File: src/hdl/psr_pkg.sv
// Shared types, widths and constants of the PID speed regulator.
package psr_pkg;

  localparam int DATA_W = 16;  // gains, setpoint, limits and speed samples
  localparam int IDX_W  = 3;   // configuration register index
  localparam int ERR_W  = 17;  // target minus measured speed
  localparam int ACC_W  = 18;  // integral before clamping
  localparam int DIF_W  = 18;  // error difference for the derivative term
  localparam int P_W    = 33;
  localparam int I_W    = 32;
  localparam int D_W    = 34;
  localparam int SUM_W  = 36;  // Q.8 sum of the three terms
  localparam int QS_W   = 24;  // clamped Q.8 sum
  localparam int SHR_W  = 15;  // magnitude after dropping the low 9 bits
  localparam int RCP_W  = 16;
  localparam int PROD_W = SHR_W + RCP_W;
  localparam int DRV_W  = 13;
  localparam int MAG_W  = 12;
  localparam int Q_FRAC = 8;

  // Division by 2560 is a shift by 9 (512) followed by a division by 5,
  // done as a multiplication by ceil(2^18 / 5) and a shift by 18. This is
  // exact for every dividend below 2^16.
  localparam int                 SCALE_SHIFT = 9;
  localparam int                 RCP_SHIFT   = 18;
  localparam logic [RCP_W-1:0]   RCP_FIVE    = 16'd52429;

  localparam logic [IDX_W-1:0] REG_KP     = 3'd0;
  localparam logic [IDX_W-1:0] REG_KI     = 3'd1;
  localparam logic [IDX_W-1:0] REG_KD     = 3'd2;
  localparam logic [IDX_W-1:0] REG_TARGET = 3'd3;
  localparam logic [IDX_W-1:0] REG_LO     = 3'd4;
  localparam logic [IDX_W-1:0] REG_HI     = 3'd5;

  localparam logic signed [DATA_W-1:0] LIMIT_LO_RST = -16'sd1000;
  localparam logic signed [DATA_W-1:0] LIMIT_HI_RST = 16'sd1000;

  typedef enum logic [1:0] {
    DIR_STOP = 2'd0,
    DIR_FWD  = 2'd1,
    DIR_BWD  = 2'd2
  } dir_t;

  typedef struct packed {
    logic signed [DATA_W-1:0] kp;
    logic signed [DATA_W-1:0] ki;
    logic signed [DATA_W-1:0] kd;
    logic signed [DATA_W-1:0] target;
    logic signed [DATA_W-1:0] lim_lo;
    logic signed [DATA_W-1:0] lim_hi;
  } psr_cfg_t;

endpackage

File: src/hdl/pid_speed_regulator_top.sv
// Top level of the positional PID speed regulator for one wheel.
// Throughput: one sample per cycle; a result held by the consumer stalls the whole pipeline.
// Reset clears the gains and setpoint, sets the limits to -1000 and 1000,
// clears the integral and the previous error, and empties the pipeline.
module pid_speed_regulator_top (
  input  logic                                clk,
  input  logic                                rst,
  input  logic                                cfg_write,
  input  logic [psr_pkg::IDX_W-1:0]           cfg_index,
  input  logic [psr_pkg::DATA_W-1:0]          cfg_data,
  input  logic                                in_valid,
  output logic                                in_ready,
  input  logic signed [psr_pkg::DATA_W-1:0]   measured_speed,
  output logic                                out_valid,
  input  logic                                out_ready,
  output logic signed [psr_pkg::DRV_W-1:0]    drive_value,
  output logic [1:0]                          direction,
  output logic [psr_pkg::MAG_W-1:0]           magnitude
);
  import psr_pkg::*;

  // The pipeline has five register stages:
  //   1. error, clamped integral and error difference (this stage also
  //      holds the loop state, which is updated on every input transfer),
  //   2. the three gain products,
  //   3. the clamped Q.8 sum,
  //   4. the reciprocal product for the division by 2560 and the direction,
  //   5. the result register that drives the output channel.
  // All stages advance together whenever the result register is empty or
  // its transfer completes, so a new sample can enter on every cycle.

  psr_cfg_t                 cfg;
  logic                     adv;
  logic                     take;
  logic [3:0]               stage_valid;
  logic signed [ERR_W-1:0]  last_error;
  logic signed [DATA_W-1:0] error_sum;
  logic signed [DIF_W-1:0]  err_dif;
  logic signed [P_W-1:0]    p_term;
  logic signed [I_W-1:0]    i_term;
  logic signed [D_W-1:0]    d_term;

  assign adv      = !out_valid || out_ready;
  assign in_ready = adv;
  assign take     = in_valid && adv;

  // Valid bits follow the data through the stages.
  always_ff @(posedge clk) begin
    if (rst) begin
      stage_valid <= '0;
      out_valid   <= 1'b0;
    end else if (adv) begin
      stage_valid <= {stage_valid[2:0], in_valid};
      out_valid   <= stage_valid[3];
    end
  end

  psr_cfg_regs u_cfg (
    .clk       (clk),
    .rst       (rst),
    .cfg_write (cfg_write),
    .cfg_index (cfg_index),
    .cfg_data  (cfg_data),
    .cfg       (cfg)
  );

  // The previous error register doubles as this sample's error for the
  // proportional product, since it is loaded with the error on each transfer.
  psr_error_unit u_err (
    .clk            (clk),
    .rst            (rst),
    .take           (take),
    .measured_speed (measured_speed),
    .cfg            (cfg),
    .last_error     (last_error),
    .error_sum      (error_sum),
    .err_dif        (err_dif)
  );

  psr_term_mult u_mult (
    .clk       (clk),
    .adv       (adv),
    .cfg       (cfg),
    .err       (last_error),
    .error_sum (error_sum),
    .err_dif   (err_dif),
    .p_term    (p_term),
    .i_term    (i_term),
    .d_term    (d_term)
  );

  psr_drive_scale u_scale (
    .clk         (clk),
    .adv         (adv),
    .cfg         (cfg),
    .p_term      (p_term),
    .i_term      (i_term),
    .d_term      (d_term),
    .drive_value (drive_value),
    .direction   (direction),
    .magnitude   (magnitude)
  );

endmodule

File: src/hdl/psr_cfg_regs.sv
// Configuration register bank of the PID speed regulator.
module psr_cfg_regs (
  input  logic                         clk,
  input  logic                         rst,
  input  logic                         cfg_write,
  input  logic [psr_pkg::IDX_W-1:0]    cfg_index,
  input  logic [psr_pkg::DATA_W-1:0]   cfg_data,
  output psr_pkg::psr_cfg_t            cfg
);
  import psr_pkg::*;

  always_ff @(posedge clk) begin
    if (rst) begin
      cfg.kp     <= '0;
      cfg.ki     <= '0;
      cfg.kd     <= '0;
      cfg.target <= '0;
      cfg.lim_lo <= LIMIT_LO_RST;
      cfg.lim_hi <= LIMIT_HI_RST;
    end else if (cfg_write) begin
      case (cfg_index)
        REG_KP:     cfg.kp     <= cfg_data;
        REG_KI:     cfg.ki     <= cfg_data;
        REG_KD:     cfg.kd     <= cfg_data;
        REG_TARGET: cfg.target <= cfg_data;
        REG_LO:     cfg.lim_lo <= cfg_data;
        REG_HI:     cfg.lim_hi <= cfg_data;
        default: ;
      endcase
    end
  end

endmodule

File: src/hdl/psr_error_unit.sv
// Error, clamped integral and error difference, with the loop state.
module psr_error_unit (
  input  logic                                clk,
  input  logic                                rst,
  input  logic                                take,
  input  logic signed [psr_pkg::DATA_W-1:0]   measured_speed,
  input  psr_pkg::psr_cfg_t                   cfg,
  output logic signed [psr_pkg::ERR_W-1:0]    last_error,
  output logic signed [psr_pkg::DATA_W-1:0]   error_sum,
  output logic signed [psr_pkg::DIF_W-1:0]    err_dif
);
  import psr_pkg::*;

  logic signed [ERR_W-1:0]  err;
  logic signed [ACC_W-1:0]  acc;
  logic signed [ACC_W-1:0]  lo_ext;
  logic signed [ACC_W-1:0]  hi_ext;
  logic signed [ACC_W-1:0]  acc_hi;
  logic signed [ACC_W-1:0]  acc_lo;
  logic signed [DATA_W-1:0] error_sum_next;
  logic signed [DIF_W-1:0]  err_dif_next;

  always_comb begin
    err    = {cfg.target[DATA_W-1], cfg.target} - {measured_speed[DATA_W-1], measured_speed};
    acc    = {{(ACC_W-DATA_W){error_sum[DATA_W-1]}}, error_sum}
           + {{(ACC_W-ERR_W){err[ERR_W-1]}}, err};
    lo_ext = {{(ACC_W-DATA_W){cfg.lim_lo[DATA_W-1]}}, cfg.lim_lo};
    hi_ext = {{(ACC_W-DATA_W){cfg.lim_hi[DATA_W-1]}}, cfg.lim_hi};
    // Upper bound is tested first, so crossed limits settle on the lower one.
    acc_hi = (acc > hi_ext) ? hi_ext : acc;
    acc_lo = (acc_hi < lo_ext) ? lo_ext : acc_hi;
    error_sum_next = acc_lo[DATA_W-1:0];
    err_dif_next   = {{(DIF_W-ERR_W){err[ERR_W-1]}}, err}
                   - {{(DIF_W-ERR_W){last_error[ERR_W-1]}}, last_error};
  end

  always_ff @(posedge clk) begin
    if (rst) begin
      error_sum  <= '0;
      last_error <= '0;
    end else if (take) begin
      error_sum  <= error_sum_next;
      last_error <= err;
    end
  end

  always_ff @(posedge clk) begin
    if (take) begin
      err_dif <= err_dif_next;
    end
  end

endmodule

File: src/hdl/psr_term_mult.sv
// Registered P, I and D products in Q.8.
module psr_term_mult (
  input  logic                                clk,
  input  logic                                adv,
  input  psr_pkg::psr_cfg_t                   cfg,
  input  logic signed [psr_pkg::ERR_W-1:0]    err,
  input  logic signed [psr_pkg::DATA_W-1:0]   error_sum,
  input  logic signed [psr_pkg::DIF_W-1:0]    err_dif,
  output logic signed [psr_pkg::P_W-1:0]      p_term,
  output logic signed [psr_pkg::I_W-1:0]      i_term,
  output logic signed [psr_pkg::D_W-1:0]      d_term
);
  import psr_pkg::*;

  always_ff @(posedge clk) begin
    if (adv) begin
      p_term <= P_W'($signed(cfg.kp)) * P_W'(err);
      i_term <= I_W'($signed(cfg.ki)) * I_W'(error_sum);
      d_term <= D_W'($signed(cfg.kd)) * D_W'(err_dif);
    end
  end

endmodule

File: src/hdl/psr_drive_scale.sv
// Sum and clamp of the terms, scaling by 1/2560 and the drive result register.
module psr_drive_scale (
  input  logic                                clk,
  input  logic                                adv,
  input  psr_pkg::psr_cfg_t                   cfg,
  input  logic signed [psr_pkg::P_W-1:0]      p_term,
  input  logic signed [psr_pkg::I_W-1:0]      i_term,
  input  logic signed [psr_pkg::D_W-1:0]      d_term,
  output logic signed [psr_pkg::DRV_W-1:0]    drive_value,
  output logic [1:0]                          direction,
  output logic [psr_pkg::MAG_W-1:0]           magnitude
);
  import psr_pkg::*;

  logic signed [SUM_W-1:0] sum;
  logic signed [SUM_W-1:0] lo_q;
  logic signed [SUM_W-1:0] hi_q;
  logic signed [SUM_W-1:0] sum_hi;
  logic signed [SUM_W-1:0] sum_lo;
  logic signed [QS_W-1:0]  qsum;
  logic [QS_W-1:0]         qabs;
  logic [SHR_W-1:0]        qshr;
  logic [PROD_W-1:0]       prod;
  dir_t                    dir_s4;
  dir_t                    dir_s4_next;
  logic [DRV_W-1:0]        quo;

  always_comb begin
    sum  = SUM_W'(p_term) + SUM_W'(i_term) + SUM_W'(d_term);
    lo_q = {{(SUM_W-DATA_W-Q_FRAC){cfg.lim_lo[DATA_W-1]}}, cfg.lim_lo, {Q_FRAC{1'b0}}};
    hi_q = {{(SUM_W-DATA_W-Q_FRAC){cfg.lim_hi[DATA_W-1]}}, cfg.lim_hi, {Q_FRAC{1'b0}}};
    sum_hi = (sum > hi_q) ? hi_q : sum;
    sum_lo = (sum_hi < lo_q) ? lo_q : sum_hi;
  end

  // Magnitude of the clamped sum; the most negative value maps to 2^23.
  always_comb begin
    qabs = qsum[QS_W-1] ? QS_W'(-qsum) : QS_W'(qsum);
    qshr = qabs[QS_W-1:SCALE_SHIFT];
    if (qsum == '0) begin
      dir_s4_next = DIR_STOP;
    end else if (qsum[QS_W-1]) begin
      dir_s4_next = DIR_BWD;
    end else begin
      dir_s4_next = DIR_FWD;
    end
    quo = prod[PROD_W-1:RCP_SHIFT];
  end

  always_ff @(posedge clk) begin
    if (adv) begin
      qsum   <= sum_lo[QS_W-1:0];
      prod   <= PROD_W'(qshr) * PROD_W'(RCP_FIVE);
      dir_s4 <= dir_s4_next;
      direction   <= dir_s4;
      magnitude   <= quo[MAG_W-1:0];
      drive_value <= (dir_s4 == DIR_BWD) ? DRV_W'(-quo) : quo;
    end
  end

endmodule
File: config.mk
export PLATFORM = sky130hd
export DESIGN_NAME = pid_speed_regulator_top
export DESIGN_NICKNAME = d
export VERILOG_FILES = /design/src/hdl/psr_pkg.sv /design/src/hdl/pid_speed_regulator_top.sv /design/src/hdl/psr_cfg_regs.sv /design/src/hdl/psr_error_unit.sv /design/src/hdl/psr_term_mult.sv /design/src/hdl/psr_drive_scale.sv
export SDC_FILE = /design/constraint.sdc
export NUM_CORES = 2
export LEC_CHECK = 0
export BUFFER_PORTS_ARGS = -buffer_cell sky130_fd_sc_hd__buf_2
export CAP_MARGIN = 0
export CELL_PAD_IN_SITES_DETAIL_PLACEMENT = 1
export CELL_PAD_IN_SITES_GLOBAL_PLACEMENT = 1
export CORE_MARGIN = 2
export CORE_UTILIZATION = 47
export DETAILED_ROUTE_END_ITERATION = 8
export PLACE_DENSITY_LB_ADDON = 0.1
export SYNTH_ARGS = -nofsm -noshare
export SYNTH_HDL_FRONTEND = slang
export SYNTH_SLANG_ARGS = --single-unit
File: constraint.sdc
create_clock -name clk -period 8.9 [get_ports clk]
set_input_delay 1.335 -clock clk [delete_from_list [all_inputs] [get_ports clk]]
set_output_delay 1.335 -clock clk [all_outputs]
set_load 0.05 [all_outputs]
==> run summary <==
### Outcome
- **outcome** finished clean

### Routing
- **routed length on met2** 78600 um
- **via density per instance** 5.48
- **vias post-DR** 38872
- **drt first-iter violations** 2395
- **number of nets with antenna violations after routing** 0
- **total wire length after detailed routing** 164000 um
- **amount of wire on met3 after detailed routing** 8420 um
- **number of detailed-routing iterations run before antenna repair** 5
- **DRC viols** 0
- **top routing layer used** met5
- **routed length on met1** 71800 um
- **wire length per cell after detailed routing** 23.2 um

### Placed design
- **minimum setup slack after placement** -0.271 ns
- **Routability Congestion** 0.930
- **cell count after placement** 6996
- **PortBufs** 68
- **post-detailed-placement half-perimeter wirelength** 135000 um
- **DP Area** 54500 um^2

### Cells and area
- **count of placed standard cells in the final layout, fillers left out** 7087
- **ratio of cells with drive above 1 in the final layout** 6.64%
- **area used by multi-input combinational logic** 39100 um^2
- **# fillers** 12554
- **Reg area** 8150 um^2
- **final non-filler cell area** 56100 um^2
- **count of nets after finishing** 7073
- **synthesis-to-finish area growth** 8.04%

### Yosys
- **ys async rst share** 0%
- **total nets after synthesis** 7006
- **post-synthesis instance total** 5503
- **sequential element share of the synthesized area** 15.7%
- **biggest area contributors in the synthesized netlist** fa_1, ha_1, edfxtp_1
- **Post-Syn Area** 52000 um^2
- **cell with the most instances after synthesis** inv_1
- **warnings from Yosys** 0
- **average instance area after synthesis** 9.44 um^2
- **number of enable-type register cells in the synthesized netlist** 182
- **most used flip-flop cell after synthesis** edfxtp_1
- **top cell type by total area after synthesis** fa_1
- **number of distinct library cell variants in the gate-level netlist after synthesis** 73
- **area share of the leading cell type in the synthesized netlist** 35.6%
- **flop and latch count out of synthesis** 316
- **list of most frequent post-synthesis cells** inv_1, fa_1, nand2_1

### Floorplan
- **placement row count** 121
- **die width** 337 um
- **Die Outline Area** 113000 um^2
- **area of the core** 109000 um^2
- **count of boundary I/O pins** 69
- **height of the chip** 337 um
- **initial standard-cell utilization of the core** 47.5%

### Clocking
- **TritonCTS clock tree** yes
- **number of sinks on the clock net** 316
- **number of buffers inserted by hold repair at cts** 0
- **clock root cell** clkbuf_16
- **insertion delay to the later sink of the worst-skew pair** 0.61 ns
- **number of buffers inserted during clock tree synthesis** 43
- **level count of the clock H-tree** 2
- **CTS Buffer Depth** 3
- **clock edge transition at the registers on the reported setup and hold paths** 0.06 ns

### Worst setup path
- **kind of critical path** flop to flop
- **Crit-path slowest cell** fa_1
- **reg2reg path depth** 26
- **most used cell, CP** fa_1
- **maximum fanout along the worst path** 5
- **data arrival time of the worst path** 8.89 ns
- **Largest stage delay, worst path** 0.59 ns
- **crit start category** flop
- **Critical Path End Type** flop
- **required time at the worst-slack endpoint** 9.30 ns

### GRT
- **overall overflow remaining after global route** 0
- **vias in the first global route** 43199
- **pin count of the biggest net entering global routing** 76
- **first-pass GRT wire length** 256000 um
- **total global routing track utilization** 30.0%
- **number of antenna violations at the first check in global routing** 14

### STA
- **actual transition at the worst max-transition pin** 1.15 ns
- **relative slew slack** 23.2%
- **maximum frequency from static timing analysis** 0.118 GHz
- **max-slew violation count** 0
- **number of setup violations in the final report** 0
- **final worst path period share** 95.5%
- **minimum period implied by the final worst setup slack** 8.50 ns
- **Final Skew** 0.0407 ns
- **worst path setup slack after routing** 0.404 ns
- **total count of hold-check failures in the final report** 0

### Run
- **reported max-cap violation count** 0

### Min path
- **hold path depth** 2
- **type of the tightest min-delay check** flop to flop

area by class of cell:
cell class,instances,area share [%]
diodes,6,0.0267
clock buffers,48,2.01
clock inverters,32,0.657
inverters,1091,7.30
multi-input cells,3909,69.6
flip-flops and latches,316,14.5
well taps,1476,3.29
repair buffers,209,2.59
per-layer routing:
| layer | track usage, % | up-vias |
|---|---|---|
| met5 | 0 | - |
| met4 | 8.92 | 2 |
| met3 | 3.31 | 224 |
| met2 | 50.7 | 973 |
| met1 | 40.7 | 20312 |
| li1 | - | 17361 |
final timing paths:
kind | start | end | slack, ns
max reg2reg | u_scale.qsum[2] | u_scale.prod[30] | 0.40
min | stage_valid[3] | stage_valid[3] | 0.46
min reg2reg | stage_valid[3] | stage_valid[3] | 0.46
max | u_scale.qsum[2] | u_scale.prod[30] | 0.40
critical path: cells and delay by family, from the launching register on:
| family | cells | cell delay [ns] |
|---|---|---|
| buf+inv | 2 | 0.13 |
| compound gates | 7 | 1.54 |
| fa+ha+maj | 7 | 3.05 |
| flops | 1 | 0.40 |
| simple gates | 9 | 2.91 |
| xor+xnor | 1 | 0.26 |
placed cells by master (no fill, tap or decap), types with 27 or more instances in the layout:
cell,instances
a21o_1,80
a21oi_1,261
and2_1,320
buf_2,67
buf_4,137
clkbuf_16,45
dfxtp_1,134
edfxtp_1,182
fa_1,925
ha_1,537
inv_1,1088
mux2_2,33
nand2_1,810
nand2b_1,55
nand3_1,32
nor2_1,128
nor2b_1,27
nor3_1,45
o21a_1,31
o21ai_0,90
xnor2_1,158
xor2_1,54
stage by stage:
step	utilization, %	hold slack [ns]	TNS, ns
after floorplan	-	0.426	0
after global placement	49.9	0.442	-0.476
after detailed placement	49.9	0.449	-3.89
after CTS	51.2	0.458	0
after global routing	51.4	0.478	-0.00270
final	51.4	0.457	0
state kept, by name, indices dropped and copies added, names as in the netlist, 2 cells and up:
name and flops:
u_cfg.cfg 96, u_err.last_error 17, u_scale.magnitude 12, u_scale.prod 13, u_mult.i_term 32, u_mult.p_term 33
u_err.error_sum 16, u_scale.qsum 24, u_scale.drive_value 12, u_mult.d_term 34, u_scale.direction 2, u_scale.dir_s4 2
stage_valid 4, u_err.err_dif 18
logic make-up (layout without fill, tap and decap cells):
logic type | Yosys count | in the layout | synth area share (%)
other | 0 | 6 | 0
flip-flops | 316 | 316 | 15.7
buffers and inverters | 1278 | 1380 | 9.26
adder cells (fa/ha/maj) | 1463 | 1463 | 48.6
XOR/XNOR | 213 | 213 | 3.59
AO/OA/AOI/OAI | 654 | 654 | 7.95
multiplexers | 44 | 44 | 0.951
AND/OR/NAND/NOR | 1535 | 1535 | 14.0
timing repair:
action / 4_1_cts / 5_1_grt
buffers inserted: 0 / 4
resized for setup: 0 / 28
endpoints found under the setup margin: 0 / 43
Power is not shown: default switching activity piles up to over one toggle a cycle in this logic, so the estimate is an artifact.
